<file path="src/windowed_running_minmax_macros.svh">
// ----------------------------------------------------------------------------
// Windowed running min/max assertion macros
// Concurrent checks used by the windowed running min/max top level.
// ----------------------------------------------------------------------------
`ifndef WINDOWED_RUNNING_MINMAX_MACROS_SVH
`define WINDOWED_RUNNING_MINMAX_MACROS_SVH
`ifndef SYNTHESIS
`define WRM_ASSERT_IMP(label, clk, rst, ante, cons) \
  label: assert property (@(posedge clk) disable iff (rst) (ante) |-> (cons)) \
    else $error("windowed_running_minmax: same-cycle check failed");
`define WRM_ASSERT_NXT(label, clk, rst, ante, cons) \
  label: assert property (@(posedge clk) disable iff (rst) (ante) |=> (cons)) \
    else $error("windowed_running_minmax: next-cycle check failed");
`else
`define WRM_ASSERT_IMP(label, clk, rst, ante, cons)
`define WRM_ASSERT_NXT(label, clk, rst, ante, cons)
`endif
`endif

</file>
<file path="src/wrm_pkg.sv">
// ----------------------------------------------------------------------------
// Windowed running min/max package
// Default widths and configuration register indexes.
// ----------------------------------------------------------------------------
`timescale 1ns / 1ps
`default_nettype none

package wrm_pkg;

  localparam int DEF_TIME_BITS  = 32;
  localparam int DEF_VALUE_BITS = 32;

  localparam int WIN_BITS       = 32;
  localparam int CFG_DATA_BITS  = 32;
  localparam int CFG_INDEX_BITS = 1;

  typedef enum logic [CFG_INDEX_BITS-1:0] {
    CFG_WINDOW_LENGTH = 1'b0,
    CFG_TRACK_MINIMUM = 1'b1
  } cfg_reg_t;

endpackage

`default_nettype wire

</file>
<file path="src/wrm_in_if.sv">
// ----------------------------------------------------------------------------
// Windowed running min/max sample channel
// Valid/ready channel carrying one sample beat.
// ----------------------------------------------------------------------------
`timescale 1ns / 1ps
`default_nettype none

interface wrm_in_if #(
  parameter int TIME_BITS  = wrm_pkg::DEF_TIME_BITS,
  parameter int VALUE_BITS = wrm_pkg::DEF_VALUE_BITS
);

  logic                  valid;
  logic                  ready;
  logic                  op;
  logic [TIME_BITS-1:0]  sample_time;
  logic [VALUE_BITS-1:0] sample_value;

  modport source (
    output valid,
    input  ready,
    output op,
    output sample_time,
    output sample_value
  );

  modport sink (
    input  valid,
    output ready,
    input  op,
    input  sample_time,
    input  sample_value
  );

endinterface

`default_nettype wire

</file>
<file path="src/wrm_out_if.sv">
// ----------------------------------------------------------------------------
// Windowed running min/max result channel
// Valid/ready channel carrying one result beat.
// ----------------------------------------------------------------------------
`timescale 1ns / 1ps
`default_nettype none

interface wrm_out_if #(
  parameter int VALUE_BITS = wrm_pkg::DEF_VALUE_BITS
);

  logic                  valid;
  logic                  ready;
  logic [VALUE_BITS-1:0] best_value;

  modport source (
    output valid,
    input  ready,
    output best_value
  );

  modport sink (
    input  valid,
    output ready,
    input  best_value
  );

endinterface

`default_nettype wire

</file>
<file path="src/windowed_running_minmax.sv">
// ----------------------------------------------------------------------------
// Windowed running min/max
// Three-slot windowed maximum/minimum estimator over timestamped samples.
// ----------------------------------------------------------------------------
// Samples enter on sample_ch (op, sample_time, sample_value); every sample beat
// gives exactly one beat on result_ch carrying the best value in the window.
// op = 1 loads all three slots with the sample; op = 0 is a running update.
// window_length and track_minimum are written on the cfg port (index 0 and 1);
// the user must write them only while no beat is in flight; the block itself does not enforce it.
// A sample accepted on sample_ch passes through the sample register and then
// the result register before it is presented on result_ch (two register stages).
// Throughput: one sample per cycle while result_ch does not stall; the slot update is a single pass of
// compares and subtractions on three slot registers between the two stages.
// When result_ch stalls, the result register holds, the sample register fills
// and sample_ch.ready drops only once both stages are occupied.
// Reset (rst, synchronous) empties both stages, clears all slots to zero and
// sets window_length to 0 and the mode to maximum.
// ----------------------------------------------------------------------------
`timescale 1ns / 1ps
`default_nettype none

module windowed_running_minmax #(
  parameter int TIME_BITS  = wrm_pkg::DEF_TIME_BITS,
  parameter int VALUE_BITS = wrm_pkg::DEF_VALUE_BITS
) (
  input  wire logic                             clk,
  input  wire logic                             rst,
  wrm_in_if.sink                                sample_ch,
  wrm_out_if.source                             result_ch,
  input  wire logic                             cfg_we,
  input  wire logic [wrm_pkg::CFG_INDEX_BITS-1:0] cfg_index,
  input  wire logic [wrm_pkg::CFG_DATA_BITS-1:0]  cfg_data
);

`include "windowed_running_minmax_macros.svh"

  localparam int CMP_BITS = (TIME_BITS > wrm_pkg::WIN_BITS) ? TIME_BITS : wrm_pkg::WIN_BITS;

  typedef struct packed {
    logic [TIME_BITS-1:0]  t;
    logic [VALUE_BITS-1:0] v;
  } slot_t;

  logic [wrm_pkg::WIN_BITS-1:0] window_length;
  logic                         track_minimum;

  slot_t slot [3];
  slot_t slot_next [3];

  logic                  s1_valid;
  logic                  s1_op;
  slot_t                 s1_sample;
  logic                  s1_fire;

  logic                  res_valid;
  logic [VALUE_BITS-1:0] res_value;

  logic [CMP_BITS-1:0]   win_ext;
  logic [CMP_BITS-1:0]   win_quarter;
  logic [CMP_BITS-1:0]   win_half;

  slot_t                 mid [3];
  logic [TIME_BITS-1:0]  dt_s2;
  logic [TIME_BITS-1:0]  dt_s0;
  logic [TIME_BITS-1:0]  dt_m1;
  logic                  restart;

  function automatic logic as_good(input logic minimum, input logic [VALUE_BITS-1:0] a,
                                   input logic [VALUE_BITS-1:0] b);
    return minimum ? (a <= b) : (a >= b);
  endfunction

  // configuration
  always_ff @(posedge clk) begin
    if (rst) begin
      window_length <= '0;
      track_minimum <= 1'b0;
    end else if (cfg_we) begin
      if (cfg_index == wrm_pkg::CFG_WINDOW_LENGTH) begin
        window_length <= cfg_data[wrm_pkg::WIN_BITS-1:0];
      end else if (cfg_index == wrm_pkg::CFG_TRACK_MINIMUM) begin
        track_minimum <= cfg_data[0];
      end
    end
  end

  assign s1_fire         = s1_valid && (!res_valid || result_ch.ready);
  assign sample_ch.ready = !s1_valid || s1_fire;

  // sample register
  always_ff @(posedge clk) begin
    if (rst) begin
      s1_valid <= 1'b0;
    end else if (sample_ch.ready) begin
      s1_valid <= sample_ch.valid;
    end
  end

  always_ff @(posedge clk) begin
    if (sample_ch.ready && sample_ch.valid) begin
      s1_op       <= sample_ch.op;
      s1_sample.t <= sample_ch.sample_time;
      s1_sample.v <= sample_ch.sample_value;
    end
  end

  // slot update
  always_comb begin
    win_ext     = CMP_BITS'(window_length);
    win_quarter = win_ext >> 2;
    win_half    = win_ext >> 1;
    dt_s2       = s1_sample.t - slot[2].t;
    restart     = s1_op || as_good(track_minimum, s1_sample.v, slot[0].v) ||
                  (CMP_BITS'(dt_s2) > win_ext);

    mid[0] = slot[0];
    mid[1] = slot[1];
    mid[2] = slot[2];
    if (as_good(track_minimum, s1_sample.v, slot[1].v)) begin
      mid[1] = s1_sample;
      mid[2] = s1_sample;
    end else if (as_good(track_minimum, s1_sample.v, slot[2].v)) begin
      mid[2] = s1_sample;
    end

    dt_s0 = s1_sample.t - mid[0].t;
    dt_m1 = s1_sample.t - mid[1].t;

    slot_next[0] = mid[0];
    slot_next[1] = mid[1];
    slot_next[2] = mid[2];
    if (restart) begin
      slot_next[0] = s1_sample;
      slot_next[1] = s1_sample;
      slot_next[2] = s1_sample;
    end else if (CMP_BITS'(dt_s0) > win_ext) begin
      if (CMP_BITS'(dt_m1) > win_ext) begin
        slot_next[0] = mid[2];
        slot_next[1] = s1_sample;
        slot_next[2] = s1_sample;
      end else begin
        slot_next[0] = mid[1];
        slot_next[1] = mid[2];
        slot_next[2] = s1_sample;
      end
    end else if ((mid[1].t == mid[0].t) && (CMP_BITS'(dt_s0) > win_quarter)) begin
      slot_next[1] = s1_sample;
      slot_next[2] = s1_sample;
    end else if ((mid[2].t == mid[1].t) && (CMP_BITS'(dt_s0) > win_half)) begin
      slot_next[2] = s1_sample;
    end
  end

  always_ff @(posedge clk) begin
    if (rst) begin
      for (int i = 0; i < 3; i++) begin
        slot[i] <= '0;
      end
    end else if (s1_fire) begin
      for (int i = 0; i < 3; i++) begin
        slot[i] <= slot_next[i];
      end
    end
  end

  // result register
  always_ff @(posedge clk) begin
    if (rst) begin
      res_valid <= 1'b0;
    end else if (s1_fire) begin
      res_valid <= 1'b1;
    end else if (result_ch.ready) begin
      res_valid <= 1'b0;
    end
  end

  always_ff @(posedge clk) begin
    if (s1_fire) begin
      res_value <= slot_next[0].v;
    end
  end

  assign result_ch.valid      = res_valid;
  assign result_ch.best_value = res_value;

  `WRM_ASSERT_NXT(a_result_tracks_best, clk, rst, s1_fire, res_valid && (res_value == slot[0].v))
  `WRM_ASSERT_NXT(a_load_all_slots, clk, rst, s1_fire && s1_op, (slot[0] == slot[1]) && (slot[1] == slot[2]))
  `WRM_ASSERT_NXT(a_sample_held, clk, rst, s1_valid && !s1_fire, s1_valid)
  `WRM_ASSERT_IMP(a_ready_when_empty, clk, rst, !s1_valid, sample_ch.ready)

endmodule

`default_nettype wire

</file>
<file path="src/flat_wrapper.sv">
// flat-port wrapper written by rule: the top's interface ports become plain ports
module windowed_running_minmax_flat 
#(
  parameter int TIME_BITS  = wrm_pkg::DEF_TIME_BITS,
  parameter int VALUE_BITS = wrm_pkg::DEF_VALUE_BITS
)
  (clk, rst, cfg_we, cfg_index, cfg_data, sample_ch_valid, sample_ch_ready, sample_ch_op, sample_ch_sample_time, sample_ch_sample_value, result_ch_valid, result_ch_ready, result_ch_best_value);
  wrm_in_if #(.TIME_BITS(TIME_BITS), .VALUE_BITS(VALUE_BITS)) sample_ch_i ();
  wrm_out_if #(.VALUE_BITS(VALUE_BITS)) result_ch_i ();
  input  wire logic clk;
  input  wire logic rst;
  input  wire logic cfg_we;
  input  wire logic [wrm_pkg::CFG_INDEX_BITS-1:0] cfg_index;
  input  wire logic [wrm_pkg::CFG_DATA_BITS-1:0] cfg_data;
  input wire logic [$bits(sample_ch_i.valid)-1:0] sample_ch_valid;
  output wire logic [$bits(sample_ch_i.ready)-1:0] sample_ch_ready;
  input wire logic [$bits(sample_ch_i.op)-1:0] sample_ch_op;
  input wire logic [$bits(sample_ch_i.sample_time)-1:0] sample_ch_sample_time;
  input wire logic [$bits(sample_ch_i.sample_value)-1:0] sample_ch_sample_value;
  output wire logic [$bits(result_ch_i.valid)-1:0] result_ch_valid;
  input wire logic [$bits(result_ch_i.ready)-1:0] result_ch_ready;
  output wire logic [$bits(result_ch_i.best_value)-1:0] result_ch_best_value;
  assign sample_ch_i.valid = sample_ch_valid;
  assign sample_ch_ready = sample_ch_i.ready;
  assign sample_ch_i.op = sample_ch_op;
  assign sample_ch_i.sample_time = sample_ch_sample_time;
  assign sample_ch_i.sample_value = sample_ch_sample_value;
  assign result_ch_valid = result_ch_i.valid;
  assign result_ch_i.ready = result_ch_ready;
  assign result_ch_best_value = result_ch_i.best_value;
  windowed_running_minmax #(.TIME_BITS(TIME_BITS), .VALUE_BITS(VALUE_BITS)) u_core (.clk(clk), .rst(rst), .sample_ch(sample_ch_i), .result_ch(result_ch_i), .cfg_we(cfg_we), .cfg_index(cfg_index), .cfg_data(cfg_data));
endmodule
</file>
<file path="config.mk">
export PLATFORM = sky130hd
export DESIGN_NAME = windowed_running_minmax_flat
export DESIGN_NICKNAME = d
export VERILOG_FILES = /design/src/wrm_pkg.sv /design/src/wrm_in_if.sv /design/src/wrm_out_if.sv /design/src/windowed_running_minmax.sv /design/src/flat_wrapper.sv
export VERILOG_INCLUDE_DIRS = /design/src /design/src/src
export SDC_FILE = /design/constraint.sdc
export NUM_CORES = 1
export LEC_CHECK = 0
export BUFFER_PORTS_ARGS = -buffer_cell sky130_fd_sc_hd__buf_2
export CAP_MARGIN = 25
export CORE_MARGIN = 2
export CORE_UTILIZATION = 45
export CTS_CLUSTER_SIZE = 25
export DETAILED_ROUTE_END_ITERATION = 7
export PLACE_DENSITY_LB_ADDON = 0.3
export SKIP_LAST_GASP = 1
export SLEW_MARGIN = 20
export SYNTH_ARGS = -nofsm -noshare
export SYNTH_HDL_FRONTEND = slang
export SYNTH_SLANG_ARGS = --single-unit
</file>
<file path="constraint.sdc">
create_clock -name clk -period 10.95 [get_ports clk]
set_input_delay 2.19 -clock clk [delete_from_list [all_inputs] [get_ports clk]]
set_output_delay 2.19 -clock clk [all_outputs]
set_load 0.02 [all_outputs]
</file>
# Word-level counts from Yosys, hierarchy flattened
# Memories as Yosys holds them, arrays and structs flattened.
# Index checks and enable logic that the tools add are counted.
[classes]
muxes = 23
bitwise_logic = 4
reduce_logical = 13
eq_ne = 2
n_lt_le_gt_ge = 11
add_sub_neg = 3
[op_table]
columns = ["op", "n"]
rows = [
  ["$mux 64", 10],
  ["$mux 192", 2],
  ["$mux 128", 1],
  ["$ge 32x32->1", 3],
  ["$gt 32x32->1", 3],
  ["$le 32x32->1", 3],
  ["$sub 32x32->32", 3],
  ["$eq 32x32->1", 2],
  ["$gt 32x30->1", 1],
  ["$gt 32x31->1", 1],
  ["$mux 1", 10],
  ["$logic_and 1x1->1", 4],
  ["$logic_or 1x1->1", 4],
  ["$reduce_and 2->1", 2],
  ["$or 1x1->1", 3],
  ["$logic_not 1->1", 2],
  ["$reduce_bool 2->1", 1],
  ["$not 1->1", 1],
]
[totals]
n_memories = 1
inputBits = 103
output_inout_bits = 34
mem_bits_rw = 192
ff_bits = 132
wordCells = 65
[mem_list]
columns = ["memory", "depth", "word_bits", "read_ports", "rd_clocked_by_memory_dff", "wr", "line_no", "rtl"]
rows = [
  ["u_core.slot", 3, 64, 3, 0, 3, "windowed_running_minmax.sv:47", "slot_t slot [3];"],
]

# Logic depth before layout (Yosys ltp)
# An unclocked memory read counts as a cell.
[depth]
depth_word = 12
mapped_depth = 41
depth_no_buf = 38

# Worst setup path after synthesis
# OpenSTA, ideal clock, no wires.
[synth_path]
path_type = "register to register"
startpoint = "reg u_core.s1_sample[31] (netlist bit)"
endpoint = "mem u_core.slot[0][81] (netlist bit) (data pin)"
synth_period_minus_slack_ps = 8443
stages_incl_launch_ff = 41
arrival_ps = 8164
n_path_buf = 3
slack_ps = 2507
setup_ps = 278
required_time_ps = 10672
cell_sequence = "edfxtp_1 > ha_1 > nand4_1 > nor3_2 > nand4_1 > or3_1 > a311oi_2 > nor2_2 > buf_6 > mux2i_1 > inv_1 > ha_1 > inv_1 > ha_1 > nor3_1 > a211oi_1 > nand3_1 > a41oi_1 > [... 5 more ...] > xnor2_1 > ha_1 > a21o_1 > a21o_1 > a21o_1 > a21o_1 > a21o_1 > a21o_1 > a21oi_1 > o22ai_1 > or2_2 > nor2_1 > a31o_2 > clkbuf_1 > clkbuf_1 > nor3_1 > o21ai_0 > o311ai_0"
[synth_rtl]
columns = ["item", "line_no", "rtl"]
rows = [
  ["from (decl)", "windowed_running_minmax.sv:52", "slot_t s1_sample;"],
  ["to (decl)", "windowed_running_minmax.sv:47", ""],
]

==> out/results.tsv <==
stage	metric	value	unit
status	status	complete, no violations	
finish	syn_to_final_growth	10.4	%
timing	rsz0062_at_grt	no	
finish	final_layout_size_suffix_gt1_share	9.12	%
floorplanning	die_w	252	µm
timing	final_hold_viol_count	0	
synth	synthDistinctLibCells	72	
timing	timing.final.crit_share	90.9	%
pwr	ir_worst_vdd	143	µV
placed_design	dp_hpwl	67200	µm
timing	clock_skew	0.0270	ns
finish	fin_nets	3575	
worst_setup_path	max_stage_delay	0.77	ns
floorplanning	fp-row-count	90	
pwr	combPwrFrac	40.1	%
timing	worstMarginPinSlew	1.03	ns
clock_tree	postCtsSetupBuffers	0	
timing	min_period	9.95	ns
synth	syn-cell-area	27700	µm²
floorplanning	core_area	60600	µm²
clock_tree	cts.sinks	324	
worst_setup_path	path_common_cell	a21o_1	
detailed_routing	wl_per_cell	23.5	µm
detailed_routing	drt_iter0_drc	2595	
global_routing	grt_pass1_vias	24130	
worst_setup_path	reg2reg_to	u_core.slot[0][72]	
pwr	switching_share	37.9	%
clock_tree	numCtsBuffers	41	
global_routing	grt_max_degree	157	
worst_setup_path	startpoint	u_core.s1_sample[14]	
global_routing	overflow	0	
floorplanning	die_area	63600	µm²
synth	synth_fp_nets	3496	
clock_tree	cts_max_path_buffers	3	
detailed_routing	first_pass_iters	7	
worst_setup_path	cp.arrival	10.24	ns
detailed_routing	drc_errors	0	
flow_run	drv_cap	0	
placed_design	gp_congestion	0.975	
worst_setup_path	r2r_start	u_core.s1_sample[14]	
finish	antennaDiodeCount	0	
synth	synth_edf_count	289	
clock_tree	cts.clk_slew.worst_paths	0.06	ns
clock_tree	cts_tree	built	
pwr	p_leak	12.2	nW
detailed_routing	vias	24550	
worst_setup_path	cp-endpoint	u_core.slot[0][72]	
clock_tree	clkLatencyLatePin	0.58	ns
pwr	pwr_density_cell	162	nW/µm²
worst_setup_path	r2r_cells	35	
min_path	hold_path.class	reg2reg	
detailed_routing	avgViaCountPerCell	6.23	
timing	max_freq	100	MHz
synth	synth-seq-area-share	33.9	%
worst_setup_path	worstSetupPathType	reg2reg	
placed_design	io_buffers	136	
worst_setup_path	crit_path_max_fanout	46	
clock_tree	hold_buffers	0	
worst_setup_path	critPathLaunchType	flip-flop	
global_routing	grt_pass1_wl	141000	µm
timing	max_slew_margin	31.6	%
pwr	clockPowerShare	28.4	%
clock_tree	post_cts_resize_count	0	
worst_setup_path	slowest_stage	buf_4	
synth	synthFlopType	edfxtp_1	
timing	setup_violations	0	
synth	synth_warnings	0	
synth	syn-instance-count	3050	
synth	syn_avg_cell_area	9.08	µm²
worst_setup_path	cp_data_required_time	11.23	ns
detailed_routing	ant_nets	0	
synth	yosys_register_bits	324	
pwr	finalPower	0.00495	W
clock_tree	cts_root_buffer	clkbuf_16	
floorplanning	ios	137	
global_routing	antenna_found_initial	0	
timing	tns	0	ns
pwr	pwr-share-seq	31.5	%
clock_tree	htreeDepth	2	
pwr	p_int	0.00308	W
pwr	p_sw	0.00187	W
detailed_routing	wirelength	92700	µm
floorplanning	initial_core_util	45.7	%
synth	synthArstFlopShare	0	%
worst_setup_path	end_kind	flip-flop	
floorplanning	die_y	252	µm
timing	slew_violations	0	
global_routing	globalRouteTotalUtil	28.6	%
worst_setup_path	r2r_setup_slack	1.0	ns
-- worst max-delay path: cells and delay by family (launching register included) --
family                     cells  cell delay [ns]
xor gates and xnor gates       1             0.14
AOI/OAI and AO/OA             20             4.05
DFF                            1             0.51
muxes                          1             0.49
and+or+nand+nor                8             2.19
buffers and inverters          2             1.20
adders and majority gates      3             1.02
-- synthesized netlist by cell type (5+ instances only) --
master,count,area [µm²]
a211oi_1,45,338
a21boi_0,7,52.6
a21o_1,110,826
a21oi_1,259,1300
a22oi_1,40,300
a31o_2,5,43.8
a31oi_1,13,81.3
a41oi_1,5,43.8
and2_1,9,56.3
and3_1,11,68.8
and4_1,12,105
buf_1,8,30.0
buf_6,8,90.1
clkbuf_1,123,462
dfxtp_1,35,701
edfxtp_1,289,8680
ha_1,341,4270
inv_1,245,920
mux2i_1,140,1400
mux2i_2,9,124
mux2i_4,10,225
nand2_1,302,1130
nand2b_1,51,319
nand3_1,80,400
nand4_1,71,444
nor2_1,175,657
nor2b_1,41,257
nor3_1,56,280
nor4_1,20,125
o211ai_1,12,90.1
o21a_1,40,300
o21ai_0,108,541
o21bai_1,14,105
o221ai_1,9,78.8
o22ai_1,74,463
o311ai_0,17,149
o311ai_1,8,70.1
o31a_1,33,289
or3_1,5,31.3
xnor2_1,110,963
xor2_1,36,315
-- worst min-delay path by stage --
stage	end	start	cells past startpoint	slack, ns
floorplan	u_core.win_ext[10]	u_core.win_ext[10]	2	0.44
global placement	u_core.win_ext[21]	u_core.win_ext[21]	2	0.45
detailed placement	u_core.win_ext[30]	u_core.win_ext[30]	2	0.45
CTS	u_core.win_ext[30]	u_core.win_ext[30]	2	0.46
global route	u_core.win_ext[23]	u_core.win_ext[23]	2	0.48
finish	u_core.win_ext[16]	u_core.win_ext[16]	2	0.46
-- stage by stage --
| step | setup WS, ns | utilization (%) | hold slack, ns | cells | instance area, µm² |
|---|---|---|---|---|---|
| after floorplan | 2.51 | - | 0.436 | 3050 | 27700 |
| after global placement | 1.40 | 48.1 | 0.448 | 3865 | 29200 |
| after detailed placement | 1.15 | 48.2 | 0.450 | 3867 | 29200 |
| after CTS | 1.15 | 50.4 | 0.457 | 3940 | 30500 |
| after global routing | 0.405 | 50.5 | 0.480 | 3941 | 30600 |
| final | 0.996 | 50.5 | 0.457 | 3941 | 30600 |
-- layout by cell type (no fill, tap or decap), types with 13 or more instances in the layout --
| cell | n |
|---|---|
| buf_2 | 136 |
| o311ai_0 | 17 |
| o21a_1 | 39 |
| o21bai_1 | 13 |
| buf_4 | 40 |
| xnor2_1 | 110 |
| clkbuf_16 | 43 |
| mux2i_1 | 140 |
| o22ai_1 | 74 |
| o31a_1 | 33 |
| a211oi_1 | 45 |
| nor3_1 | 55 |
| nor2b_1 | 40 |
| a22oi_1 | 40 |
| dfxtp_1 | 35 |
| a21o_1 | 110 |
| nand2_1 | 302 |
| xor2_1 | 36 |
| a31oi_1 | 13 |
| ha_1 | 341 |
| o21ai_0 | 108 |
| inv_1 | 245 |
| nand4_1 | 71 |
| a21oi_1 | 259 |
| nor4_1 | 19 |
| edfxtp_1 | 289 |
| nor2_1 | 173 |
| nand3_1 | 80 |
| nand2b_1 | 50 |
-- cells by family (layout without fill, tap and decap cells) --
logic type               after synthesis  count (layout)  synth area share (%)
multiplexers                         159             159                  6.32
XOR/XNOR                             146             146                  4.62
flip-flops                           324             324                  33.9
adder cells (fa/ha/maj)              345             345                  15.6
AND/OR/NAND/NOR                      851             851                  14.5
buffers and inverters                389             498                  5.52
AO/OA/AOI/OAI                        836             836                  19.6
-- metal layers --
layer | global-route usage (%) | vias to the layer above | part of all wire [%]
li1 | - | 11429 | -
met1 | 37.0 | 11796 | 41
met2 | 47.9 | 1070 | 47
met3 | 3.91 | 255 | 7.0
met4 | 12.3 | 0 | 4.6
met5 | 0 | - | 0
-- power by group through the flow --
| stage | registers, W | clock network, W | logic, W |
|---|---|---|---|
| 3_5_place_dp | 0.00158 | 0 | 0.00194 |
| 6_report | 0.00156 | 0.00140 | 0.00199 |
| 2_1_floorplan | 0.00155 | 0 | 0.00139 |
| 3_3_place_gp | 0.00158 | 0 | 0.00189 |
| 4_1_cts | 0.00156 | 0.00143 | 0.00196 |
| 5_1_grt | 0.00157 | 0.00147 | 0.00217 |
-- final cells by class --
cell class / instances / area (µm²)
fillers: 5632 / 30000
well taps: 782 / 978
clock inverters: 21 / 245
inverters: 245 / 920
repair buffers: 180 / 1050
multi-input cells: 2337 / 16900
flip-flops and latches: 324 / 9380
clock buffers: 52 / 1120
-- sequential cells by signal, summed over array words and instances, names as in the netlist --
signal	cells
u_core.slot	192
u_core.s1_sample	64
u_core.result_ch.best_value	32
u_core.win_ext	32
u_core.result_ch.valid	1
u_core.s1_op	1
u_core.s1_valid	1
u_core.track_minimum	1
(Power assumes the default switching activity.)
